<file path="src/design/rdq_pkg.sv">
// shared types and codes for the reversible deque unit
package rdq_pkg;

  // field widths of the stream payloads
  localparam int ACTION_W    = 3;
  localparam int VALUE_W     = 32;
  localparam int COUNT_W     = 5;
  localparam int STATUS_W    = 2;
  localparam int IN_TDATA_W  = 40;
  localparam int OUT_TDATA_W = 72;

  // action codes
  localparam logic [ACTION_W-1:0] ACT_PUSH_FRONT = 3'd0;
  localparam logic [ACTION_W-1:0] ACT_PUSH_BACK  = 3'd1;
  localparam logic [ACTION_W-1:0] ACT_POP_FRONT  = 3'd2;
  localparam logic [ACTION_W-1:0] ACT_POP_BACK   = 3'd3;
  localparam logic [ACTION_W-1:0] ACT_REVERSE    = 3'd4;
  localparam logic [ACTION_W-1:0] ACT_QUERY      = 3'd5;

  // status codes
  localparam logic [STATUS_W-1:0] ST_OK        = 2'd0;
  localparam logic [STATUS_W-1:0] ST_POP_EMPTY = 2'd1;
  localparam logic [STATUS_W-1:0] ST_PUSH_FULL = 2'd2;

  // commands from the controller to the datapath
  typedef struct packed {
    logic accept;  // input beat taken: update pointers, write ring
    logic rd_en;   // read both physical ends of the ring
    logic load;    // load the result register
  } dp_cmd_t;

endpackage

</file>
<file path="src/design/reversible_deque_unit.sv">
// top level of the reversible deque unit
// Double-ended queue of DEPTH signed words held in a ring, with a reverse flag that
// swaps which physical end serves the front and the back. Each input beat carries one
// action and produces exactly one result beat with the logical first and last values
// (zero when empty), the element count and a status. An item passes the accept state,
// which updates pointers and writes the ring, the read state, which reads both physical
// ends from the ring memory's registered read ports, and the load state, which loads the
// result register once the output side can take a new result. A new item is accepted
// again right after that, while the previous result may still wait in the result
// register; the unit takes no new item while one is in work.
// Reset clears pointers, count and the reverse flag at once; no clearing pass is needed.
module reversible_deque_unit #(
  parameter int DEPTH      = 16,
  parameter int DATA_WIDTH = 32
) (
  input  logic                               clk,
  input  logic                               rst,
  input  logic                               s_tvalid,
  output logic                               s_tready,
  // action [2:0], push_value [34:3], zero fill [39:35]
  input  logic [rdq_pkg::IN_TDATA_W-1:0]     s_tdata,
  output logic                               m_tvalid,
  input  logic                               m_tready,
  // first_value [31:0], last_value [63:32], item_count [68:64], status [70:69],
  // zero fill [71]
  output logic [rdq_pkg::OUT_TDATA_W-1:0]    m_tdata
);
  import rdq_pkg::*;

  dp_cmd_t                   cmd;
  logic signed [VALUE_W-1:0] first_value;
  logic signed [VALUE_W-1:0] last_value;
  logic [COUNT_W-1:0]        item_count;
  logic [STATUS_W-1:0]       status;

  // control sequencing
  rdq_ctrl u_ctrl (
    .clk      (clk),
    .rst      (rst),
    .s_tvalid (s_tvalid),
    .m_tready (m_tready),
    .s_tready (s_tready),
    .m_tvalid (m_tvalid),
    .cmd      (cmd)
  );

  // queue datapath
  rdq_datapath #(
    .DEPTH      (DEPTH),
    .DATA_WIDTH (DATA_WIDTH)
  ) u_dp (
    .clk         (clk),
    .rst         (rst),
    .cmd         (cmd),
    .action      (s_tdata[ACTION_W-1:0]),
    .push_value  (s_tdata[ACTION_W+VALUE_W-1:ACTION_W]),
    .first_value (first_value),
    .last_value  (last_value),
    .item_count  (item_count),
    .status      (status)
  );

  // pack the result beat
  assign m_tdata = {1'b0, status, item_count, last_value, first_value};

endmodule

</file>
<file path="src/design/rdq_ram.sv">
// generic ram, one write port and two registered read ports
module rdq_ram #(
  parameter int WIDTH = 32,
  parameter int DEPTH = 16
) (
  input  logic                     clk,
  input  logic                     we,
  input  logic [$clog2(DEPTH)-1:0] waddr,
  input  logic [WIDTH-1:0]         wdata,
  input  logic                     re,
  input  logic [$clog2(DEPTH)-1:0] raddr_a,
  input  logic [$clog2(DEPTH)-1:0] raddr_b,
  output logic [WIDTH-1:0]         rdata_a,
  output logic [WIDTH-1:0]         rdata_b
);

  logic [WIDTH-1:0] mem [DEPTH];

  // write port
  always_ff @(posedge clk) begin
    if (we) begin
      mem[waddr] <= wdata;
    end
  end

  // registered read ports
  always_ff @(posedge clk) begin
    if (re) begin
      rdata_a <= mem[raddr_a];
      rdata_b <= mem[raddr_b];
    end
  end

endmodule

</file>
<file path="src/design/rdq_datapath.sv">
// deque datapath: ring pointers, count, reverse flag, ring memory and result register
module rdq_datapath #(
  parameter int DEPTH      = 16,
  parameter int DATA_WIDTH = 32
) (
  input  logic                             clk,
  input  logic                             rst,
  input  rdq_pkg::dp_cmd_t                 cmd,
  input  logic [rdq_pkg::ACTION_W-1:0]     action,
  input  logic signed [rdq_pkg::VALUE_W-1:0] push_value,
  output logic signed [rdq_pkg::VALUE_W-1:0] first_value,
  output logic signed [rdq_pkg::VALUE_W-1:0] last_value,
  output logic [rdq_pkg::COUNT_W-1:0]      item_count,
  output logic [rdq_pkg::STATUS_W-1:0]     status
);
  import rdq_pkg::*;

  localparam int AW = $clog2(DEPTH);
  localparam int CW = $clog2(DEPTH + 1);
  localparam int SW = $clog2(2 * DEPTH);

  logic [AW-1:0]       start;
  logic [AW-1:0]       start_next;
  logic [CW-1:0]       count;
  logic [CW-1:0]       count_next;
  logic                rev;
  logic                rev_next;
  logic [STATUS_W-1:0] acc_status;
  logic [STATUS_W-1:0] acc_status_next;

  logic                is_full;
  logic                is_empty;
  logic                front_op;
  logic                at_head;
  logic [AW-1:0]       start_dec;
  logic [AW-1:0]       start_inc;
  logic [SW-1:0]       put_sum;
  logic [AW-1:0]       put_addr;
  logic [SW-1:0]       tail_sum;
  logic [AW-1:0]       tail_addr;

  logic                we;
  logic [AW-1:0]       waddr;
  logic [DATA_WIDTH-1:0] rdata_a;
  logic [DATA_WIDTH-1:0] rdata_b;
  logic signed [VALUE_W-1:0] head_word;
  logic signed [VALUE_W-1:0] tail_word;

  // occupancy and ring address arithmetic
  assign is_full   = (count == CW'(DEPTH));
  assign is_empty  = (count == '0);
  assign front_op  = (action == ACT_PUSH_FRONT) || (action == ACT_POP_FRONT);
  assign at_head   = front_op ^ rev;
  assign start_dec = (start == '0) ? AW'(DEPTH - 1) : start - 1'b1;
  assign start_inc = (start == AW'(DEPTH - 1)) ? '0 : start + 1'b1;
  assign put_sum   = SW'(start) + SW'(count);
  assign put_addr  = (put_sum >= SW'(DEPTH)) ? AW'(put_sum - SW'(DEPTH)) : AW'(put_sum);
  assign tail_sum  = SW'(start) + SW'(count) - 1'b1;
  assign tail_addr = (tail_sum >= SW'(DEPTH)) ? AW'(tail_sum - SW'(DEPTH)) : AW'(tail_sum);

  // action decode
  always_comb begin
    start_next      = start;
    count_next      = count;
    rev_next        = rev;
    acc_status_next = ST_OK;
    we              = 1'b0;
    waddr           = at_head ? start_dec : put_addr;
    unique case (action) inside
      ACT_PUSH_FRONT, ACT_PUSH_BACK: begin
        if (is_full) begin
          acc_status_next = ST_PUSH_FULL;
        end else begin
          we         = cmd.accept;
          count_next = count + 1'b1;
          if (at_head) begin
            start_next = start_dec;
          end
        end
      end
      ACT_POP_FRONT, ACT_POP_BACK: begin
        if (is_empty) begin
          acc_status_next = ST_POP_EMPTY;
        end else begin
          count_next = count - 1'b1;
          if (at_head) begin
            start_next = start_inc;
          end
        end
      end
      ACT_REVERSE: begin
        rev_next = ~rev;
      end
      default: begin
        // query and unused codes leave the state alone
      end
    endcase
  end

  // queue state registers
  always_ff @(posedge clk) begin
    if (rst) begin
      start      <= '0;
      count      <= '0;
      rev        <= 1'b0;
      acc_status <= ST_OK;
    end else if (cmd.accept) begin
      start      <= start_next;
      count      <= count_next;
      rev        <= rev_next;
      acc_status <= acc_status_next;
    end
  end

  // ring storage, both physical ends read after the update
  rdq_ram #(
    .WIDTH (DATA_WIDTH),
    .DEPTH (DEPTH)
  ) u_ram (
    .clk     (clk),
    .we      (we),
    .waddr   (waddr),
    .wdata   (DATA_WIDTH'(push_value)),
    .re      (cmd.rd_en),
    .raddr_a (start),
    .raddr_b (tail_addr),
    .rdata_a (rdata_a),
    .rdata_b (rdata_b)
  );

  // sign extend or truncate stored words to the result width
  assign head_word = VALUE_W'(signed'(rdata_a));
  assign tail_word = VALUE_W'(signed'(rdata_b));

  // result register
  always_ff @(posedge clk) begin
    if (cmd.load) begin
      item_count <= COUNT_W'(count);
      status     <= acc_status;
      if (is_empty) begin
        first_value <= '0;
        last_value  <= '0;
      end else if (rev) begin
        first_value <= tail_word;
        last_value  <= head_word;
      end else begin
        first_value <= head_word;
        last_value  <= tail_word;
      end
    end
  end

endmodule

</file>
<file path="src/design/rdq_ctrl.sv">
// deque controller: sequences accept, ring read and result load, owns the output valid
module rdq_ctrl (
  input  logic             clk,
  input  logic             rst,
  input  logic             s_tvalid,
  input  logic             m_tready,
  output logic             s_tready,
  output logic             m_tvalid,
  output rdq_pkg::dp_cmd_t cmd
);
  import rdq_pkg::*;

  localparam logic [1:0] S_IDLE = 2'd0;
  localparam logic [1:0] S_READ = 2'd1;
  localparam logic [1:0] S_LOAD = 2'd2;

  logic [1:0] state;
  logic [1:0] state_next;
  logic       out_full;
  logic       out_free;

  // result register can take a new result
  assign out_free = !out_full || m_tready;
  assign s_tready = (state == S_IDLE);

  // next state and commands
  always_comb begin
    state_next = state;
    cmd        = '0;
    unique case (state)
      S_IDLE: begin
        if (s_tvalid) begin
          cmd.accept = 1'b1;
          state_next = S_READ;
        end
      end
      S_READ: begin
        cmd.rd_en  = 1'b1;
        state_next = S_LOAD;
      end
      S_LOAD: begin
        if (out_free) begin
          cmd.load   = 1'b1;
          state_next = S_IDLE;
        end
      end
      default: begin
        state_next = S_IDLE;
      end
    endcase
  end

  // state and output valid
  always_ff @(posedge clk) begin
    if (rst) begin
      state    <= S_IDLE;
      out_full <= 1'b0;
    end else begin
      state <= state_next;
      if (cmd.load) begin
        out_full <= 1'b1;
      end else if (m_tready) begin
        out_full <= 1'b0;
      end
    end
  end

  assign m_tvalid = out_full;

endmodule

</file>
<file path="config.mk">
export PLATFORM = sky130hd
export DESIGN_NAME = reversible_deque_unit
export DESIGN_NICKNAME = d
export VERILOG_FILES = /design/src/design/rdq_pkg.sv /design/src/design/reversible_deque_unit.sv /design/src/design/rdq_ram.sv /design/src/design/rdq_datapath.sv /design/src/design/rdq_ctrl.sv
export SDC_FILE = /design/constraint.sdc
export NUM_CORES = 1
export LEC_CHECK = 0
export BUFFER_PORTS_ARGS = -buffer_cell sky130_fd_sc_hd__buf_2
export CAP_MARGIN = 30
export CORE_MARGIN = 8
export CORE_UTILIZATION = 28
export CTS_CLUSTER_SIZE = 10
export DETAILED_ROUTE_END_ITERATION = 6
export GPL_ROUTABILITY_DRIVEN = 0
export HOLD_SLACK_MARGIN = 0.03
export PLACE_DENSITY = 0.41
export SLEW_MARGIN = 20
export SYNTH_ARGS = -nofsm -noshare
export SYNTH_HDL_FRONTEND = slang
export SYNTH_SLANG_ARGS = --single-unit
</file>
<file path="constraint.sdc">
create_clock -name clk -period 5.3 [get_ports clk]
set_clock_uncertainty 0.05 [all_clocks]
set_input_delay 0 -clock clk [delete_from_list [all_inputs] [get_ports clk]]
set_output_delay 0 -clock clk [all_outputs]
set_load 0.01 [all_outputs]
</file>
==> results of run 1 <==
-- cell type report --
| cell class | count | share of cell area, % |
|---|---|---|
| diodes | 3 | 0.0216 |
| clock buffers | 118 | 6.46 |
| clock inverters | 16 | 0.230 |
| inverters | 9 | 0.0970 |
| multi-input cells | 646 | 27.1 |
| flip-flops and latches | 662 | 56.7 |
| well taps | 1391 | 5.00 |
| repair buffers | 200 | 4.41 |
-- flip-flops by register name, summed over array words and instances, names as in the netlist --
name,flops
u_dp.u_ram.mem,512
u_dp.first_value,32
u_dp.last_value,32
u_dp.u_ram.rdata_a,32
u_dp.u_ram.rdata_b,32
u_dp.count,5
u_dp.item_count,5
u_dp.start,4
u_ctrl.state,2
u_dp.acc_status,2
u_dp.status,2
u_ctrl.m_tvalid,1
u_dp.rev,1
-- critical path, stage by stage, from the launching register on --
cell,delay [ns]
dfxtp_4,0.36
buf_4,0.53
inv_1,0.16
ha_1,0.30
nand2b_1,0.12
o21ai_0,0.10
mux2i_1,0.23
nand3_1,0.36
nor2_4,0.83
buf_12,0.28
-- what timing repair did --
| item | 4_1_cts | 5_1_grt |
|---|---|---|
| buffers inserted | 0 | 0 |
| hold endpoints to repair | 535 | 0 |
| hold buffers | 42 | 0 |
-- metal layers --
layer	track usage (%)	share of wire [%]
met4	3.95	2.6
met3	2.44	3.8
met2	24.2	51
met1	17.7	42
met5	0	0.016
-- worst max-delay path by stage --
stage	startpoint	slack, ns	end	depth (start not counted)
2_1_floorplan	u_ctrl.state[0]$_SDFFE_PP0P_	1.10	u_dp.first_value[0]$_SDFFCE_PN0P_	2
3_3_place_gp	u_dp.start[1]$_SDFFE_PP0P_	1.47	u_dp.u_ram.mem[10][30]$_DFFE_PP_	9
3_5_place_dp	u_dp.start[1]$_SDFFE_PP0P_	1.48	u_dp.u_ram.mem[10][30]$_DFFE_PP_	9
4_1_cts	u_dp.start[1]$_SDFFE_PP0P_	1.47	u_dp.u_ram.mem[10][30]$_DFFE_PP_	9
5_1_grt	u_dp.start[1]$_SDFFE_PP0P_	1.32	u_dp.u_ram.mem[10][30]$_DFFE_PP_	9
6_report	u_dp.start[1]$_SDFFE_PP0P_	1.60	u_dp.u_ram.mem[10][30]$_DFFE_PP_	9
-- layout by cell type (no fill, tap or decap), types with 4 or more instances in the layout --
| cell type | synthesis | layout |
|---|---|---|
| edfxtp_1 | 647 | 647 |
| mux4_2 | 287 | 287 |
| mux2i_1 | 164 | 164 |
| buf_2 | 41 | 111 |
| nor2_1 | 99 | 83 |
| clkbuf_16 | 0 | 83 |
| dlygate4sd3_1 | 0 | 42 |
| clkbuf_1 | 33 | 31 |
| buf_4 | 4 | 31 |
| nor2_4 | 0 | 16 |
| buf_12 | 0 | 15 |
| clkinv_1 | 0 | 12 |
| a21oi_1 | 10 | 10 |
| dfxtp_1 | 15 | 10 |
| inv_1 | 9 | 9 |
| xnor2_1 | 8 | 8 |
| ha_1 | 10 | 8 |
| o21ai_0 | 7 | 7 |
| xor2_1 | 6 | 6 |
| nand3_1 | 6 | 6 |
| a32oi_1 | 5 | 5 |
| nand2b_1 | 4 | 4 |
| nand2_1 | 4 | 4 |
| clkbuf_8 | 0 | 4 |
| dfxtp_4 | 0 | 4 |
-- per-stage QoR --
| step | total power, mW | area [um^2] | std cells | hold WS, ns | util [%] |
|---|---|---|---|---|---|
| 6_report | 12.3 | 34800 | 3045 | 0.264 | 33.2 |
| 5_1_grt | 12.8 | 34800 | 3042 | 0.258 | 33.2 |
| 4_1_cts | 12.5 | 34800 | 3042 | 0.211 | 33.2 |
| 3_5_place_dp | 7.41 | 32100 | 2866 | 0.297 | 30.6 |
| 3_3_place_gp | 7.41 | 32000 | 2865 | 0.297 | 30.6 |
| 2_1_floorplan | 6.93 | 29400 | 1414 | 0.0191 | - |
-- cells in the mapped netlist, types with 2 or more instances --
cell type,instances,area share (%)
inv_1,9,0.11
xnor2_2,2,0.11
nand2_1,4,0.051
nand2b_1,4,0.085
xnor2_1,8,0.24
o311ai_0,2,0.060
dfxtp_1,15,1.0
buf_2,41,0.70
a21oi_1,10,0.17
clkbuf_1,33,0.42
mux2_2,2,0.077
a31oi_1,2,0.043
o21ai_0,7,0.12
fa_1,2,0.14
ha_1,10,0.43
a32oi_1,5,0.15
nor2b_1,6,0.13
a211oi_1,2,0.051
nor2_1,99,1.3
mux2i_1,164,5.6
nor3_1,3,0.051
nand3_1,6,0.10
buf_4,4,0.10
buf_1,18,0.23
xor2_1,6,0.18
edfxtp_1,647,66
mux4_2,287,22
-- kinds of logic (layout without fill, tap and decap cells) --
logic type,after synthesis,count (layout),synth area share (%)
other,1,4,0.0127
AND/OR/NAND/NOR,128,128,1.83
multiplexers,453,453,27.6
AO/OA/AOI/OAI,36,36,0.816
buffers and inverters,106,343,1.58
adder cells (fa/ha/maj),12,12,0.561
flip-flops,662,662,67.0
XOR/XNOR,16,16,0.527
-- power by group --
part | total [mW] | switching (mW) | internal [mW]
Combinational | 1.36 | 0.753 | 0.604
Clock | 5.00 | 2.09 | 2.91
Sequential | 5.93 | 0.0477 | 5.88
Total | 12.3 | 2.89 | 9.40
==> impl_metrics.py, run 1 <==
metrics = {
    "sta": {
        "finalSetupTns_ns": 0,
        "min_period_ns": 3.70,
        "finalHoldViolations": 0,
        "max-slew-margin-rel_pct": 31.6,
        "finalCritPeriodShare_pct": 69.8,
        "setup_violations": 0,
        "rsz0062_at_grt": "false",
        "setup_ws_ns": 1.60,
        "fmax_ghz": 0.270,
        "drv_slew": 0,
        "tightest_slew_ns": 1.03,
    },
    "die": {
        "num_rows": 119,
        "die_area_mm2": 0.116,
        "die_height_um": 340,
        "pin_count": 118,
        "initial_core_util_pct": 28.1,
        "core_mm2": 0.105,
        "die_w_um": 340,
    },
    "routing": {
        "drt-total-wl_um": 81400,
        "drtPass1Iterations": 4,
        "viasPerCell": 4.89,
        "drc_errors": 0,
        "first_iter_violations": 750,
        "num_vias": 14898,
        "ant_nets": 0,
        "post_drt_wl_per_cell_um": 26.7,
    },
    "setup_path": {
        "r2r_start": "u_dp.start[1]$_SDFFE_PP0P_",
        "regToRegSetupSlack_ns": 1.60,
        "end_kind": "flop",
        "crit_fanout": 31,
        "r2r_cells": 9,
        "worstReg2RegEnd": "u_dp.u_ram.mem[10][30]$_DFFE_PP_",
        "startpoint_type": "flop",
        "crit_type": "reg2reg",
        "crit_required_ns": 5.55,
        "critPathArrivalTime_ns": 3.95,
    },
    "min_path": {
        "hold_end": "u_dp.count[3]$_SDFFE_PP0P_",
        "min-delay-start": "rst",
        "worstHoldPathType": "in2reg",
        "hold_depth": 3,
    },
    "logic_synthesis": {
        "async_reset_ff_share_pct": 0,
        "syn-num-nets": 1470,
        "ys.flop_type": "edfxtp_1",
        "syn_area_mm2": 0.0294,
        "synth_edf_count": 647,
        "synth_seq_cells": 662,
        "syn_area_per_cell_um2": 20.8,
        "synth_cell_types": 43,
        "syn_inst": 1414,
        "ys_warn_count": 0,
        "seq_area_frac_synth_pct": 67.0,
    },
    "cts": {
        "cts-resized-gates": 0,
        "h-tree-depth": 3,
        "cts_inserted_buffers": 82,
        "insertion_delay_ns": 0.62,
        "tritoncts": "built",
        "path_clk_slew_ns": 0.05,
        "cts_sinks": 662,
        "clock_path_buffers": 3,
        "clockRootBuffer": "clkbuf_16",
    },
    "layout": {
        "drive_gt1_share_pct": 34.3,
        "register_area_mm2": 0.0197,
        "multi_input_area_mm2": 0.00942,
        "n_fill_cell": 9991,
        "syn2layout_area_growth_pct": 18.3,
        "nNetsFinal": 1657,
    },
    "global_route": {
        "first_global_vias": 16431,
        "overflow": 0,
        "grt_use_total_pct": 13.9,
        "grt_pass1_wl_um": 117000,
        "grt_max_degree": 70,
        "antenna_found_initial": 4,
    },
    "placed_design": {
        "dp_hpwl_um": 45100,
        "dp_slack_ns": 1.48,
        "portBuffers": 111,
    },
    "power": {
        "p_leak_nw": 10.6,
        "power_density_mw_per_mm2": 353,
        "ir_worst_vdd_mv": 0.183,
    },
    "run_status": {
        "outcome": "complete, no violations",
    },
    "job": {
        "maxCapViolCount": 0,
    },
}
(Power assumes the default switching activity.)
==> run 2: changes to the inputs <==
- clock period: 5.3 -> 3.5 ns (I/O delays scaled with it)
==> impl_metrics.py, run 2 (synthesis results as in run 1) <==
metrics = {
    "routing": {
        "drtPass1Iterations": 7,
        "post_drt_wl_per_cell_um": 26.1,
        "drc_errors": 0,
        "first_iter_violations": 947,
        "ant_nets": 0,
        "num_vias": 15007,
        "viasPerCell": 4.89,
        "drt-total-wl_um": 80200,
    },
    "cts": {
        "clockRootBuffer": "clkbuf_16",
        "insertion_delay_ns": 0.63,
        "cts_inserted_buffers": 83,
        "cts-resized-gates": 0,
        "tritoncts": "built",
        "clock_path_buffers": 3,
        "h-tree-depth": 3,
        "path_clk_slew_ns": 0.05,
        "cts_sinks": 662,
    },
    "die": {
        "die_height_um": 340,
        "num_rows": 119,
        "initial_core_util_pct": 28.1,
        "die_w_um": 340,
        "pin_count": 118,
        "core_mm2": 0.105,
        "die_area_mm2": 0.116,
    },
    "run_status": {
        "outcome": "complete, no violations",
    },
    "layout": {
        "drive_gt1_share_pct": 35.9,
        "fin_cells": 3071,
        "largest_reg_flops": 512,
        "syn2layout_area_growth_pct": 20.1,
        "final_cell_mix": "edfxtp_1 (647), mux4_2 (287), mux2i_1 (164)",
        "largest_register": "u_dp.u_ram.mem",
        "nNetsFinal": 1686,
        "design_area_mm2": 0.0353,
        "final_common_cell": "edfxtp_1",
    },
    "sta": {
        "holdWs_ns": 0.250,
        "min_period_ns": 3.07,
        "rsz0062_at_grt": "false",
        "max-slew-margin-rel_pct": 32.2,
        "fmax_ghz": 0.326,
        "drv_slew": 0,
        "finalHoldViolations": 0,
        "tightest_slew_ns": 1.02,
        "finalCritPeriodShare_pct": 87.7,
        "setup_violations": 0,
    },
    "power": {
        "power_density_mw_per_mm2": 532,
        "p_leak_nw": 10.8,
        "ir_worst_vdd_mv": 0.291,
        "p_total_mw": 18.8,
    },
    "global_route": {
        "first_global_vias": 16675,
        "overflow": 0,
        "grt_max_degree": 101,
        "grt_use_total_pct": 13.7,
        "antenna_found_initial": 3,
        "grt_pass1_wl_um": 117000,
    },
    "placed_design": {
        "dp_hpwl_um": 46000,
        "post-place-cells": 2894,
        "placed_cell_area_mm2": 0.0325,
        "portBuffers": 111,
    },
    "min_path": {
        "worstHoldPathType": "in2reg",
    },
    "setup_path": {
        "end_kind": "flop",
        "crit_type": "reg2reg",
        "crit_required_ns": 3.81,
        "critPathArrivalTime_ns": 3.38,
        "crit_fanout": 21,
        "startpoint_type": "flop",
    },
    "job": {
        "maxCapViolCount": 0,
    },
}
## run 2: where the power goes
group | total (mW) | internal (mW) | switching [mW]
logic | 2.17 | 1.00 | 1.17
registers | 8.97 | 8.91 | 0.0635
clock network | 7.66 | 4.46 | 3.20
total | 18.8 | 14.4 | 4.43
## run 2: path summary, 6_finish.rpt
check,start,to,cells after the start,slack [ns]
max,u_dp.count[0]$_SDFFE_PP0P_,u_dp.u_ram.rdata_b[23]$_DFFE_PN_,9,0.43
min,rst,u_dp.acc_status[1]$_SDFFE_PP0N_,3,0.25
max reg2reg,u_dp.count[0]$_SDFFE_PP0P_,u_dp.u_ram.rdata_b[23]$_DFFE_PN_,9,0.43
min reg2reg,u_dp.acc_status[1]$_SDFFE_PP0N_,u_dp.status[1]$_DFFE_PP_,0,0.38
## run 2: final cells by class
| cell class | instances | area [um^2] |
|---|---|---|
| Timing Repair Buffer | 228 | 2000 |
| Antenna cell | 1 | 2.50 |
| Inverter | 9 | 33.8 |
| Clock inverter | 24 | 148 |
| Tap cell | 1391 | 1740 |
| Sequential cell | 662 | 19700 |
| Multi-Input combinational cell | 646 | 9420 |
| Clock buffer | 110 | 2240 |
| Fill cell | 9937 | 69500 |
## run 2: per-layer routing
metal  GRT usage, %  vias to the layer above  wire length, um
li1               -                     6429                -
met5              0                        -               23
met4           3.86                        4             1670
met1           17.9                     8179            34900
met3           2.27                      104             3240
met2           23.7                      291            40400
## run 2: worst max-delay path, cell delays in order (launching register included)
cell and delay (ns):
dfxtp_1 0.38, ha_4 0.20, fa_1 0.50, inv_1 0.10
ha_4 0.41, buf_12 0.23, buf_12 0.20, mux4_2 0.31
mux2i_1 0.27, mux2i_1 0.12
## run 2: repair_timing
action                                 CTS  global route
endpoints found under the hold margin  536             0
setup buffers                            0             0
hold buffers                            42             0
## run 2: stage by stage
| stage | setup TNS, ns | setup WS [ns] | utilization [%] |
|---|---|---|---|
| after floorplan | -43.46 | -0.140 | - |
| after global placement | 0 | 0.358 | 31.0 |
| after detailed placement | 0 | 0.370 | 31.0 |
| after CTS | 0 | 0.372 | 33.7 |
| after global routing | 0 | 0.268 | 33.7 |
| final | 0 | 0.432 | 33.7 |
